File: src/hw/rtl/wsdpm_pkg.sv
// Shared types and constants for the wildcard star/dot pattern matcher.
package wsdpm_pkg;

    // Pattern storage geometry
    localparam int WORD_COUNT = 4;
    localparam int WORD_W     = 64;
    localparam int CHAR_W     = 8;
    localparam int CHARS_HELD = WORD_COUNT * WORD_W / CHAR_W;
    localparam int LEN_W      = 6;
    localparam int CFG_IDX_W  = 3;

    // Special pattern characters
    localparam logic [CHAR_W-1:0] STAR_CHAR = 8'h2A;
    localparam logic [CHAR_W-1:0] DOT_CHAR  = 8'h2E;

    // Configuration register indexes
    typedef enum logic [CFG_IDX_W-1:0] {
        CFG_PATTERN_LENGTH = 3'd0,
        CFG_PATTERN_WORD_0 = 3'd1,
        CFG_PATTERN_WORD_1 = 3'd2,
        CFG_PATTERN_WORD_2 = 3'd3,
        CFG_PATTERN_WORD_3 = 3'd4
    } t_cfg_index;

    // Pattern view of one cell
    typedef struct packed {
        logic [CHAR_W-1:0] c;          // pattern char j-1
        logic [CHAR_W-1:0] prior;      // pattern char j-2
        logic              has_before; // j >= 2
        logic              en;         // j <= pattern length
    } t_cell_pat;

    // Row control broadcast to every cell
    typedef struct packed {
        logic [CHAR_W-1:0] ch;       // current text byte
        logic              at_start; // use start row as previous row
        logic              step;     // store new row
        logic              clear;    // text finished, zero the row
    } t_row_ctrl;

endpackage

File: src/hw/rtl/wildcard_star_dot_pattern_matcher.sv
// Top level of the wildcard star/dot pattern matcher.
//
// Usage: load the pattern through the write port (index 0 length, 1..4 the
// pattern words, lowest byte first), then stream text one byte per word on
// the input channel. Mark the final byte with i_last_char, or send one word
// with i_empty_text for an empty text. Each such word yields one result
// word on the output channel: o_full_match is 1 when the whole text matches
// the whole pattern. Other bytes yield nothing.
// Throughput: one byte per cycle unless stalled. The new match row is formed
// by a combinational row of PATTERN_MAX cells; a star column waits on the column
// two places back, so the critical path is a ripple of up to PATTERN_MAX/2 cells.
// Latency: the result is registered and is valid the cycle after the
// final byte is taken.
// Reset: pattern length and words clear to zero, the match row clears and
// the next byte starts a new text. No result is pending.
// Stall: while a result waits and i_out_stall is high, o_in_stall is high;
// otherwise a byte is taken every cycle that i_in_valid is high.
module wildcard_star_dot_pattern_matcher #(
    parameter int PATTERN_MAX = 32
) (
    input  logic                                 i_clk,
    input  logic                                 i_rst_n,
    input  logic                                 i_cfg_we,
    input  logic [wsdpm_pkg::CFG_IDX_W-1:0]      i_cfg_index,
    input  logic [wsdpm_pkg::WORD_W-1:0]         i_cfg_data,
    input  logic                                 i_in_valid,
    output logic                                 o_in_stall,
    input  logic [wsdpm_pkg::CHAR_W-1:0]         i_text_char,
    input  logic                                 i_last_char,
    input  logic                                 i_empty_text,
    output logic                                 o_out_valid,
    input  logic                                 i_out_stall,
    output logic                                 o_full_match
);
    import wsdpm_pkg::*;

    localparam int IDX_W = (PATTERN_MAX < 1) ? 1 : $clog2(PATTERN_MAX + 1);

    logic [LEN_W-1:0]  r_len;
    logic [WORD_W-1:0] r_words [WORD_COUNT];
    logic              r_at_start;
    logic              r_out_valid;
    logic              r_full_match;

    logic              w_in_acc;
    logic              w_done;
    logic [IDX_W-1:0]  w_len;
    logic              w_result;
    t_row_ctrl         w_ctrl;
    logic [PATTERN_MAX:0] w_prev;
    logic [PATTERN_MAX:0] w_start;
    logic [PATTERN_MAX:0] w_new;

    // Handshake
    assign o_in_stall = r_out_valid && i_out_stall;
    assign w_in_acc   = i_in_valid && !o_in_stall;
    assign w_done     = i_last_char || i_empty_text;

    // Effective pattern length, clamped
    assign w_len = (r_len > LEN_W'(PATTERN_MAX)) ? IDX_W'(PATTERN_MAX) : r_len[IDX_W-1:0];

    // Configuration registers
    always_ff @(posedge i_clk) begin
        if (!i_rst_n) begin
            r_len <= '0;
            for (int k = 0; k < WORD_COUNT; k++) begin
                r_words[k] <= '0;
            end
        end else if (i_cfg_we) begin
            unique case (i_cfg_index)
                CFG_PATTERN_LENGTH: r_len      <= i_cfg_data[LEN_W-1:0];
                CFG_PATTERN_WORD_0: r_words[0] <= i_cfg_data;
                CFG_PATTERN_WORD_1: r_words[1] <= i_cfg_data;
                CFG_PATTERN_WORD_2: r_words[2] <= i_cfg_data;
                CFG_PATTERN_WORD_3: r_words[3] <= i_cfg_data;
                default: ;
            endcase
        end
    end

    // Row control broadcast
    assign w_ctrl.ch       = i_text_char;
    assign w_ctrl.at_start = r_at_start;
    assign w_ctrl.step     = w_in_acc && !w_done;
    assign w_ctrl.clear    = w_in_acc && w_done;

    // Column zero: empty prefix matches only at text start
    assign w_start[0] = 1'b1;
    assign w_new[0]   = 1'b0;
    assign w_prev[0]  = r_at_start;

    // Row of cells, column j covers pattern prefix of length j
    for (genvar j = 1; j <= PATTERN_MAX; j++) begin : g_cell
        t_cell_pat w_pat;
        logic      w_start_l2;
        logic      w_new_l2;

        if (j - 1 < CHARS_HELD) begin : g_char
            assign w_pat.c = r_words[(j-1)/8][((j-1)%8)*8 +: CHAR_W];
        end else begin : g_no_char
            assign w_pat.c = '0;
        end

        if (j >= 2 && j - 2 < CHARS_HELD) begin : g_before
            assign w_pat.prior = r_words[(j-2)/8][((j-2)%8)*8 +: CHAR_W];
        end else begin : g_no_before
            assign w_pat.prior = '0;
        end

        if (j >= 2) begin : g_left2
            assign w_start_l2 = w_start[j-2];
            assign w_new_l2   = w_new[j-2];
        end else begin : g_no_left2
            assign w_start_l2 = 1'b0;
            assign w_new_l2   = 1'b0;
        end

        assign w_pat.has_before = (j >= 2);
        assign w_pat.en         = (w_len >= IDX_W'(j));

        wsdpm_cell u_cell (
            .i_clk         (i_clk),
            .i_rst_n       (i_rst_n),
            .i_ctrl        (w_ctrl),
            .i_pat         (w_pat),
            .i_prev_left   (w_prev[j-1]),
            .i_start_left2 (w_start_l2),
            .i_new_left2   (w_new_l2),
            .o_prev        (w_prev[j]),
            .o_start       (w_start[j]),
            .o_new         (w_new[j])
        );
    end

    // Result bit at the full pattern length
    assign w_result = i_empty_text ? w_start[w_len] : w_new[w_len];

    // Text start flag
    always_ff @(posedge i_clk) begin
        if (!i_rst_n) begin
            r_at_start <= 1'b1;
        end else if (w_in_acc) begin
            r_at_start <= w_done;
        end
    end

    // Output register
    always_ff @(posedge i_clk) begin
        if (!i_rst_n) begin
            r_out_valid <= 1'b0;
        end else if (!o_in_stall) begin
            r_out_valid <= w_in_acc && w_done;
        end
    end

    always_ff @(posedge i_clk) begin
        if (w_in_acc && w_done) begin
            r_full_match <= w_result;
        end
    end

    assign o_out_valid  = r_out_valid;
    assign o_full_match = r_full_match;

`ifndef SYNTHESIS
    // A finished text shows a result next cycle
    a_result_follows: assert property (@(posedge i_clk) disable iff (!i_rst_n)
        (w_in_acc && w_done) |=> o_out_valid)
        else $error("result missing after final byte");

    // A mid-text byte never produces a result
    a_no_result_mid: assert property (@(posedge i_clk) disable iff (!i_rst_n)
        (w_in_acc && !w_done && !o_in_stall) |=> !o_out_valid)
        else $error("result after non-final byte");

    // A finished text restarts from the start row
    a_restart: assert property (@(posedge i_clk) disable iff (!i_rst_n)
        (w_in_acc && w_done) |=> r_at_start)
        else $error("row not returned to start");

    // A stalled result holds its value
    a_hold: assert property (@(posedge i_clk) disable iff (!i_rst_n)
        (o_out_valid && i_out_stall) |=> (o_out_valid && $stable(o_full_match)))
        else $error("stalled result changed");
`endif

endmodule

File: src/hw/rtl/wsdpm_cell.sv
// One column of the match row: holds one match bit and computes its next value.
module wsdpm_cell (
    input  logic                  i_clk,
    input  logic                  i_rst_n,
    input  wsdpm_pkg::t_row_ctrl  i_ctrl,
    input  wsdpm_pkg::t_cell_pat  i_pat,
    input  logic                  i_prev_left,   // previous row, column j-1
    input  logic                  i_start_left2, // start row, column j-2
    input  logic                  i_new_left2,   // new row, column j-2
    output logic                  o_prev,
    output logic                  o_start,
    output logic                  o_new
);
    import wsdpm_pkg::*;

    logic r_bit;
    logic w_is_star;
    logic w_char_hit;
    logic w_before_hit;

    // Character compares
    assign w_is_star    = (i_pat.c == STAR_CHAR);
    assign w_char_hit   = (i_pat.c == DOT_CHAR) || (i_pat.c == i_ctrl.ch);
    assign w_before_hit = (i_pat.prior == DOT_CHAR) || (i_pat.prior == i_ctrl.ch);

    // Start row: a star carries the bit two columns back
    assign o_start = i_pat.en && w_is_star && i_pat.has_before && i_start_left2;

    // Previous row as seen by this byte
    assign o_prev = i_ctrl.at_start ? o_start : r_bit;

    // New row: star ORs zero copies with one more copy; else diagonal step
    always_comb begin
        if (!i_pat.en) begin
            o_new = 1'b0;
        end else if (w_is_star) begin
            o_new = i_pat.has_before && (i_new_left2 || (w_before_hit && o_prev));
        end else begin
            o_new = w_char_hit && i_prev_left;
        end
    end

    // Stored match bit
    always_ff @(posedge i_clk) begin
        if (!i_rst_n) begin
            r_bit <= 1'b0;
        end else if (i_ctrl.clear) begin
            r_bit <= 1'b0;
        end else if (i_ctrl.step) begin
            r_bit <= o_new;
        end
    end

endmodule
File: config.mk
export PLATFORM = sky130hd
export DESIGN_NAME = wildcard_star_dot_pattern_matcher
export DESIGN_NICKNAME = d
export VERILOG_FILES = /design/src/hw/rtl/wsdpm_pkg.sv /design/src/hw/rtl/wildcard_star_dot_pattern_matcher.sv /design/src/hw/rtl/wsdpm_cell.sv
export SDC_FILE = /design/constraint.sdc
export NUM_CORES = 1
export LEC_CHECK = 0
export BUFFER_PORTS_ARGS = -buffer_cell sky130_fd_sc_hd__buf_4
export CORE_ASPECT_RATIO = 2
export CORE_MARGIN = 1
export CORE_UTILIZATION = 45
export DETAILED_ROUTE_END_ITERATION = 6
export PLACE_DENSITY = 0.65
export SYNTH_ARGS = -nofsm -noshare
export SYNTH_HDL_FRONTEND = slang
export SYNTH_SLANG_ARGS = --single-unit
export TNS_END_PERCENT = 20
File: constraint.sdc
create_clock -name i_clk -period 11.9 [get_ports i_clk]
set_clock_uncertainty 0.1 [all_clocks]
set_input_delay 1.19 -clock i_clk [delete_from_list [all_inputs] [get_ports i_clk]]
set_output_delay 1.19 -clock i_clk [all_outputs]
set_load 0.005 [all_outputs]
-- Yosys cells after proc, flatten, opt, wreduce, memory -nomap -nowiden
Memory sizes are Yosys's and may differ from the RTL's.
Index checks and enable logic that the tools add are counted.
- bits in registers: 41
- latch bits: 0
- memory bits (writable): 256
- ROM bits: 0
- memories: 1
- memory list (name ; words ; width ; rd ports ; clocked after memory_dff ; wr ports ; RTL line ; RTL):
    r_words ; 4 ; 64 ; 4 ; 0 ; 4 ; wildcard_star_dot_pattern_matcher.sv:40 ; logic [WORD_W-1:0] r_words [WORD_COUNT];
- add/sub/neg operators: 0
- $mul: 0
- divide/modulo/power cells: 0
- magnitude comparators: 34
- equal/unequal tests: 100
- shift-type cells: 0
- mux-type cells: 123
- bitwise logic cells: 5
- reductions and logical operators: 166
- operators with widths (kind ; number):
    $eq A8 B6 Y1 const B ; 64
    $eq A8 B8 Y1 ; 32
    $mux W64 ; 4
    $mux W1 ; 116
    $logic_and A1 B1 Y1 ; 98
    $ge A6 B5 Y1 const B ; 16
    $logic_or A1 B1 Y1 ; 63
    $ge A6 B4 Y1 const B ; 8
    $ge A6 B3 Y1 const B ; 4
    $bmux W1 S6 ; 2
    $ge A6 B2 Y1 const B ; 2
    $lt A6 B7 Y1 const B ; 1
    $eq A3 B2 Y1 const B ; 2
    $ge A6 B1 Y1 const B ; 1
    $ge A6 B6 Y1 const B ; 1
    $gt A6 B6 Y1 const B ; 1
    $mux W6 ; 1
    $or A1 B1 Y1 ; 4
    $eq A3 B1 Y1 const B ; 1
    $eq A3 B3 Y1 const B ; 1
    $logic_not A3 Y1 ; 1
    $logic_not A1 Y1 ; 2
    $reduce_and A2 Y1 ; 1
    $reduce_or A2 Y1 ; 1
    $not A1 Y1 ; 1

-- Depth between registers and ports, before layout
Gate-level depths: netlist of the first run.
- depth in word-level cells: 56
- depth in mapped cells: 17
- depth with buffers taken out: 13

-- Modules after synthesis
From an unflattened synthesis of the first run, not the netlist that was laid out.
- cells, all modules: 2282
- area, all modules: 24399.7 µm²
- modules (own cells, without submodules) (module ; times used ; cells each ; area each (µm²) ; sequential area each (µm²)):
    wsdpm_cell ; 32 ; 48 ; 420.4 ; 20.0
    wildcard_star_dot_pattern_matcher ; 1 ; 746 ; 10946.7 ; 7877.6

-- Least setup slack after synthesis of the first run
OpenSTA, ideal clock, no wires.
- path type: input to register
- start point: in i_cfg_we
- end point: mem r_words[1][0], enable pin
- arrival: 5993 ps
- data required time: 11218 ps
- path slack: 5225 ps
- cell stages on the path: 2
- path through: nand2_1 > o31ai_1
- RTL lines (element ; RTL line ; RTL):
    start: declaration ; wildcard_star_dot_pattern_matcher.sv:23 ; input logic i_cfg_we,
    end: declaration ; wildcard_star_dot_pattern_matcher.sv:40 ;

==> results.txt, run 1 <==
CP Launch Point = r_words[0][12]$_SDFFCE_PN0P_
synth cell count leaders = and2_1 (262), edfxtp_1 (257), xnor2_1 (176)
overall power = 2.54 mW
most frequent cell after synthesis = and2_1
Setup Fix Bufs, Post-CTS = 0
final period utilization = 48.0%
clk root buf = clkbuf_16
syn_nets = 1,782
post-synthesis adder-cell area fraction = 0%
PortBufs = 84
clock slew at reported path FFs = 70 ps
worst reg2reg path endpoint = o_full_match$_DFFE_PP_
Core Rows = 102
GPL Wtd Cong = 0.974
Detailed Place HPWL = 43,000 microns
initial DRC count = 1,061
die area = 40,100 sq um
crit start category = flip-flop
Crit path largest cell delay = 690 ps
Synth cell types = 75
initial cell density of the core = 45.7%
remaining global-route overflow = 0
EDFF count, synth = 257
CTS buffer count = 30
required time worst endpoint = 12,210 ps
VDD IR max = 0.000110 V
largest net degree at the start of global routing = 65
Final Instance Count excl. Fillers = 2,285
worst reg2reg setup slack = 6190 ps
area post-placement = 18,800 sq um
post-synthesis sequential area ratio = 48.2%
Worst Tran Pin Value = 1220 ps
drt pass-1 iters = 6
diodes inserted = 0
Leak = 6.70 nW
core area = 38,700 sq um
Slew Limit Fails = 0
DR vias/cell = 6.09
Post-Synthesis Cells = 1,700
Finished Cell Area = 19,800 sq um
Max-slew headroom = 16.7%
Synth Area in Simple Gates = 23.9%
nets = 1,823
Synth area leader = edfxtp_1
initial antenna violation count = 0
Clock Latency Late Sink = 580 ps
Routed WL = 59,600 microns
layout cells sized above 1 = 11.1%
vias in the first global route = 14,400
endpoints failing setup = 0
number of synthesized register bits = 297
slowest stage cell, crit path = nor4_4
CTS H-Tree Depth = 1
Global Route Usage Sum = 30.2%
top cells by area, synth = edfxtp_1 (44%), and2_1 (9.3%), xnor2_1 (8.7%), dfxtp_1 (4.5%), xor2_1 (4.0%)
first-pass GRT wire length = 88,100 microns
largest family of logic cells by synthesized area = simple AND/OR/NAND/NOR gates
crit path cell chain = or4b_1 -> or4_4 -> nor4_4 -> a21boi_0 -> o221ai_1 -> a221oi_1 -> a211oi_1 -> o31ai_4 -> a31oi_1 -> o31ai_1 -> a221oi_1 -> o21ai_0 -> o21ai_0
MaxCap Viol Count = 0
clk sinks = 297
Tightest Hold Check Type = reg2reg
fill cell count = 3,557
hold_buf cts = 0
Crit Path Max Fanout = 12
Critical Path End = o_full_match$_DFFE_PP_
io pins = 85
post-synthesis compound-gate area fraction = 11.9%
Sum Neg Setup Slack = 0 ps
run status = finished clean
Syn. warnings = 0
Pwr Density = 128 nW/um^2
final hold slack = 414 ps
worst reg2reg path depth = 13
fmax = 175 MHz
critical path arrival = 6030 ps
post-synthesis xor/xnor area fraction = 12.7%
DR vias = 13,900
Fin. Hold Viols = 0
Final ANT Viol Nets = 0
CTS tree = done
min cycle time layout = 5710 ps
mux share of post-synthesis cell area = 0.588%
Crit Path Class = reg2reg
FF-to-FF Start = r_words[0][12]$_SDFFCE_PN0P_
Area Overhead vs Synth = 12.2%
Remaining DRCs = 0
syn_area_per_cell = 10.4 sq um
post-synth top area share = 43.7%
top_reg_cell synth = edfxtp_1
critical path endpoint category = flip-flop
Hold Crit Start = g_cell[21].u_cell.r_bit$_SDFFE_PP0P_
Die Span Y = 282 microns
FFs w/ async S/R, synth = 0%
RSZ-0062 raised after global routing = no
wire per inst = 26.1 microns
Max Buffers Root-to-Sink = 3
chip width = 142 microns
post-CTS resize count = 0
cell area after synthesis = 17,700 sq um
Post-Place Cells = 2,229
## per-layer routing
| layer | up-vias | part of all wire [%] | track usage [%] |
|---|---|---|---|
| li1 | 6286 | - | - |
| met1 | 6890 | 35 | 31.1 |
| met2 | 546 | 55 | 57.5 |
| met3 | 203 | 4.7 | 3.13 |
| met4 | 0 | 6.1 | 18.5 |
| met5 | - | 0 | 0 |
## flip-flops by register name, indices dropped and copies added, names as in the netlist
signal               cells
r_words                256
g_cell.u_cell.r_bit     32
r_len                    6
o_full_match             1
o_out_valid              1
r_at_start               1
## stage by stage
step	setup slack, ps	utilization (%)
3_5_place_dp	5710	48.6
3_3_place_gp	5690	48.6
5_1_grt	5960	51.3
2_1_floorplan	5230	-
4_1_cts	6300	51.3
6_report	6190	51.3
## report_power, final
part	switching [mW]	internal [mW]	leakage (nW)
Combinational	0.154	0.110	3.39
Sequential	0.0599	1.20	2.81
Clock	0.427	0.587	0.501
Total	0.641	1.90	6.70
## how the worst min path moves through the flow
stage	to	slack, ps	cells after the start
final	g_cell[21].u_cell.r_bit$_SDFFE_PP0P_	410	2
after global routing	g_cell[12].u_cell.r_bit$_SDFFE_PP0P_	440	1
after global placement	g_cell[27].u_cell.r_bit$_SDFFE_PP0P_	390	2
after floorplan	g_cell[1].u_cell.r_bit$_SDFFE_PP0P_	370	2
after detailed placement	g_cell[21].u_cell.r_bit$_SDFFE_PP0P_	400	2
after CTS	g_cell[21].u_cell.r_bit$_SDFFE_PP0P_	420	2
## area by class of cell
type	instances	area, sq um	share of cell area [%]
Multi-Input combinational cell	1279	8720	44.0
Sequential cell	297	8520	43.0
Timing Repair Buffer	103	773	3.90
Clock inverter	21	250	1.26
Tap cell	520	651	3.28
Inverter	30	113	0.568
Clock buffer	35	791	3.99
## placed cells by master (no fill, tap or decap), types with 15 or more instances in the layout
cell type	instances
a21oi_1	73
a31oi_1	15
and2_1	261
buf_4	103
clkbuf_16	31
dfxtp_1	40
edfxtp_1	257
inv_1	30
nand2_1	59
nand2b_1	15
nand3_1	23
nand4_1	55
nor2_1	90
nor2b_1	34
nor3_1	24
nor4_1	36
nor4b_1	22
o21ai_0	71
o221a_2	18
xnor2_1	176
xor2_1	80
## worst max-delay path, delay by kind of cell, from the launching register on
kind | cells | cell delay [ps]
compound gates | 10 | 3130
simple gates | 3 | 1890
flops | 1 | 400
## kinds of logic (layout without fill, tap and decap cells)
group	count (synthesis)	after routing
xor+xnor	256	256
buf+inv	124	189
compound gates	310	310
flops	297	297
mux	9	9
simple gates	704	704
Note: power is estimated with default switching activity, not from simulation.
==> inputs of run 2 (changes only) <==
--- a/config.mk
+++ b/config.mk
@@ -5,12 +5,13 @@
 export SDC_FILE = /design/constraint.sdc
 export NUM_CORES = 1
 export LEC_CHECK = 0
+export ABC_AREA = 1
 export BUFFER_PORTS_ARGS = -buffer_cell sky130_fd_sc_hd__buf_4
 export CORE_ASPECT_RATIO = 2
 export CORE_MARGIN = 1
 export CORE_UTILIZATION = 45
 export DETAILED_ROUTE_END_ITERATION = 6
-export PLACE_DENSITY = 0.65
+export PLACE_DENSITY = 0.67
 export SYNTH_ARGS = -nofsm -noshare
 export SYNTH_HDL_FRONTEND = slang
 export SYNTH_SLANG_ARGS = --single-unit
==> constraint.sdc (replaced) <==
create_clock -name i_clk -period 4.6 [get_ports i_clk]
set_clock_uncertainty 0.1 [all_clocks]
set_input_delay 0.46 -clock i_clk [delete_from_list [all_inputs] [get_ports i_clk]]
set_output_delay 0.46 -clock i_clk [all_outputs]
set_load 0.005 [all_outputs]
==> run 2 against run 1 <==
Sequential share of layout area grew 0.47 points. Routed wire length shrank 0.58%. Critical path depth up 26. Clock power increased by 120%. Combinational power rose to 3.1 times the previous value. Total power rose by 150%. Cell count grew 13%. Cell area is 1.1% lower. Register-to-register slack lost 5900 ps. Non-clock buffer count up 83. Highest routed layer unchanged.
==> results.txt, run 2 <==
syn_nets = 2,055 (+15%)
run status = finished clean
initial cell density of the core = 45.6% (-0.053 points)
fmax = 232 MHz (+32%)
cell area after synthesis = 17,000 sq um (-3.7%)
DR vias/cell = 5.72 (-6.2%)
top cells by area, synth = edfxtp_1 (45%), nor2_1 (7.7%), xnor2_1 (7.5%), nand2_1 (6.4%), inv_1 (5.2%)
Crit Path Max Fanout = 3 (-9)
register area = 8520 sq um (about the same)
core area = 37,300 sq um (-3.6%)
diodes inserted = 0 (unchanged)
Hold Crit Depth = 3 (+1)
post-synth top area share = 45.4% (+1.7 points)
slowest stage cell, crit path = edfxtp_1
Syn. warnings = 0 (unchanged)
CTS tree = done
net switching fraction of the power = 26.9% (+1.7 points)
worst reg2reg setup slack = 280 ps (-5910 ps)
top_reg_cell synth = edfxtp_1
switching pwr = 1.69 mW (+160%)
hold_buf cts = 0 (unchanged)
DR vias = 14,700 (+5.9%)
MaxCap Viol Count = 0 (unchanged)
critical path arrival = 4640 ps (-1390 ps)
crit-path most repeated cell = nand2_2
Synth cell types = 59 (-21%)
required time worst endpoint = 4920 ps (-7290 ps)
endpoints failing setup = 0 (unchanged)
chip width = 139 microns (-1.8%)
hold worst-path end = r_len[0]$_SDFFE_PN0P_
remaining global-route overflow = 0 (unchanged)
EDFF count, synth = 257 (unchanged)
Top reg by flops = r_words
initial antenna violation count = 0 (unchanged)
Global Route Usage Sum = 31.0% (+0.83 points)
Crit path largest cell delay = 560 ps (-130 ps)
final hold slack = 127 ps (-287 ps)
Synth area leader = edfxtp_1
post-synthesis sequential area ratio = 50.1% (+1.8 points)
Leak = 7.87 nW (+17%)
Reg power frac = 51.5% (+1.8 points)
io pins = 85 (unchanged)
largest net degree at the start of global routing = 65 (unchanged)
synth cell count leaders = nor2_1 (349), nand2_1 (289), edfxtp_1 (257)
RSZ-0062 raised after global routing = no
VDD IR max = 0.000301 V (+170%)
Routed WL = 59,300 microns (-0.58%)
crit start category = flip-flop
final period utilization = 93.9% (+46 points)
combinational power share = 13.2% (+2.8 points)
Detailed Place HPWL = 44,700 microns (+4.0%)
Crit Path Class = reg2reg
die area = 38,600 sq um (-3.7%)
Int Power = 4.59 mW (+140%)
CTS H-Tree Depth = 1 (unchanged)
min cycle time layout = 4320 ps (-1390 ps)
worst reg2reg path depth = 39 (+26)
Slew Limit Fails = 0 (unchanged)
Largest register FFs = 256 (unchanged)
most frequent cell after synthesis = nor2_1
Area Overhead vs Synth = 15.3%
Die Span Y = 277 microns (-1.8%)
critical path endpoint category = flip-flop
syn_area_per_cell = 8.62 sq um (-17%)
Setup Fix Bufs, Post-CTS = 0 (unchanged)
Post-Synthesis Cells = 1,973 (+16%)
Core Rows = 100 (-2.0%)
CTS buffer count = 27 (-10%)
GPL Wtd Cong = 1.03 (+5.2%)
worst reg2reg path endpoint = o_full_match$_DFFE_PP_
Final ANT Viol Nets = 0 (unchanged)
nets = 2,188 (+20%)
drt pass-1 iters = 5 (-1)
number of synthesized register bits = 297 (unchanged)
initial DRC count = 1,322 (+25%)
Fin. Hold Viols = 0 (unchanged)
Multi-input gate area = 7260 sq um (-17%)
commonest non-fill, non-tap cell in the layout = nor2_1
Max-slew headroom = 34.6% (+18 points)
FFs w/ async S/R, synth = 0% (unchanged)
post-CTS resize count = 0 (unchanged)
most frequent cells in the layout = nor2_1 (347), nand2_1 (288), edfxtp_1 (257)
PortBufs = 84 (unchanged)
clock slew at reported path FFs = 70 ps (about the same)
Remaining DRCs = 0 (unchanged)
Hold Crit Start = i_cfg_data[0]
clk root buf = clkbuf_16
fill cell count = 3,484 (-2.1%)
layout cells sized above 1 = 16.7% (+5.5 points)
Worst Tran Pin Value = 982 ps (-237 ps)
area post-placement = 18,800 sq um (about the same)
clock power share = 35.3% (-4.6 points)
FF-to-FF Start = r_words[0][46]$_SDFFCE_PN0P_
wire per inst = 23.0 microns (-12%)
Pwr Density = 321 nW/um^2 (+150%)
top flop regs = r_words (256), g_cell.u_cell.r_bit (32), r_len (6)
Finished Cell Area = 19,600 sq um (-1.1%)
Max Buffers Root-to-Sink = 3 (unchanged)
first-pass GRT wire length = 88,100 microns (about the same)
vias in the first global route = 15,000 (+3.9%)
Tightest Hold Check Type = in2reg
Clock Latency Late Sink = 560 ps (-20 ps)
clk sinks = 297 (unchanged)
==> run 2: changes by cell type in the layout (fill, tap and decap cells not counted), moves of 30 or more <==
cell,previous run,this run
nand2_1,59,288
and2_1,261,2
nand3_1,23,60
nor2b_1,34,0
xor2_1,80,20
xnor2_1,176,146
nor2_1,90,347
buf_4,103,178
nand2_2,2,51
inv_1,30,237
==> run 2: final cells by class <==
type,count,share of cell area (%)
Clock inverter,14,0.708
Sequential cell,297,43.4
Multi-Input combinational cell,1344,37.0
Timing Repair Buffer,186,7.63
Inverter,250,4.79
Clock buffer,29,3.48
Tap cell,459,2.93
==> run 2: metal layers <==
| metal | share of wire [%] | global-route usage (%) | up-vias | routed length [microns] |
|---|---|---|---|---|
| met4 | 9.9 | 27.5 | 0 | 5880 |
| met5 | 0 | 0 | - | 0 |
| met3 | 6.5 | 4.51 | 250 | 3870 |
| met2 | 52 | 57.3 | 611 | 31000 |
| li1 | - | - | 6833 | - |
| met1 | 31 | 29.4 | 7046 | 18600 |
==> run 2: kinds of logic after synthesis <==
logic type | share of synthesized area (%)
AOI/OAI and AO/OA | 8.66
xor gates and xnor gates | 8.55
buffers and inverters | 7.70
DFF | 50.1
and+or+nand+nor | 25.0
==> run 2: worst max-delay path: cells and delay by family (launching register included) <==
family	cells	cell delay (ps)
AO/OA/AOI/OAI	4	530
XOR/XNOR	1	560
flip-flops	1	560
AND/OR/NAND/NOR	34	2450
==> run 2: per-stage QoR <==
step | TNS (ps) | std cells | power [mW] | setup WS, ps | util, %
floorplan | -307180 | 1973 | 3.77 | -1600 | -
global placement | 0 | 2536 | 4.09 | 160 | 50.4
detailed placement | 0 | 2536 | 4.11 | 99.0 | 50.4
CTS | 0 | 2579 | 6.30 | 263 | 52.6
global route | 0 | 2579 | 6.48 | 6.34 | 52.6
finish | 0 | 2579 | 6.29 | 281 | 52.6
==> run 2: power by group through the flow <==
stage / combinational, mW / clock, mW / sequential [mW]
floorplan: 0.505 / 0 / 3.26
global placement: 0.804 / 0 / 3.29
detailed placement: 0.820 / 0 / 3.29
CTS: 0.824 / 2.24 / 3.23
global route: 0.892 / 2.33 / 3.25
finish: 0.828 / 2.22 / 3.24
==> run 2: how the worst max path moves through the flow <==
stage	cells after the start	slack (ps)	start	end
floorplan	4	-1600	i_cfg_we	r_words[1][0]$_SDFFCE_PN0P_
global placement	39	160	i_text_char[2]	o_full_match$_DFFE_PP_
detailed placement	39	100	i_text_char[2]	o_full_match$_DFFE_PP_
CTS	39	260	r_words[0][46]$_SDFFCE_PN0P_	o_full_match$_DFFE_PP_
global route	37	6	r_words[0][46]$_SDFFCE_PN0P_	o_full_match$_DFFE_PP_
finish	39	280	r_words[0][46]$_SDFFCE_PN0P_	o_full_match$_DFFE_PP_
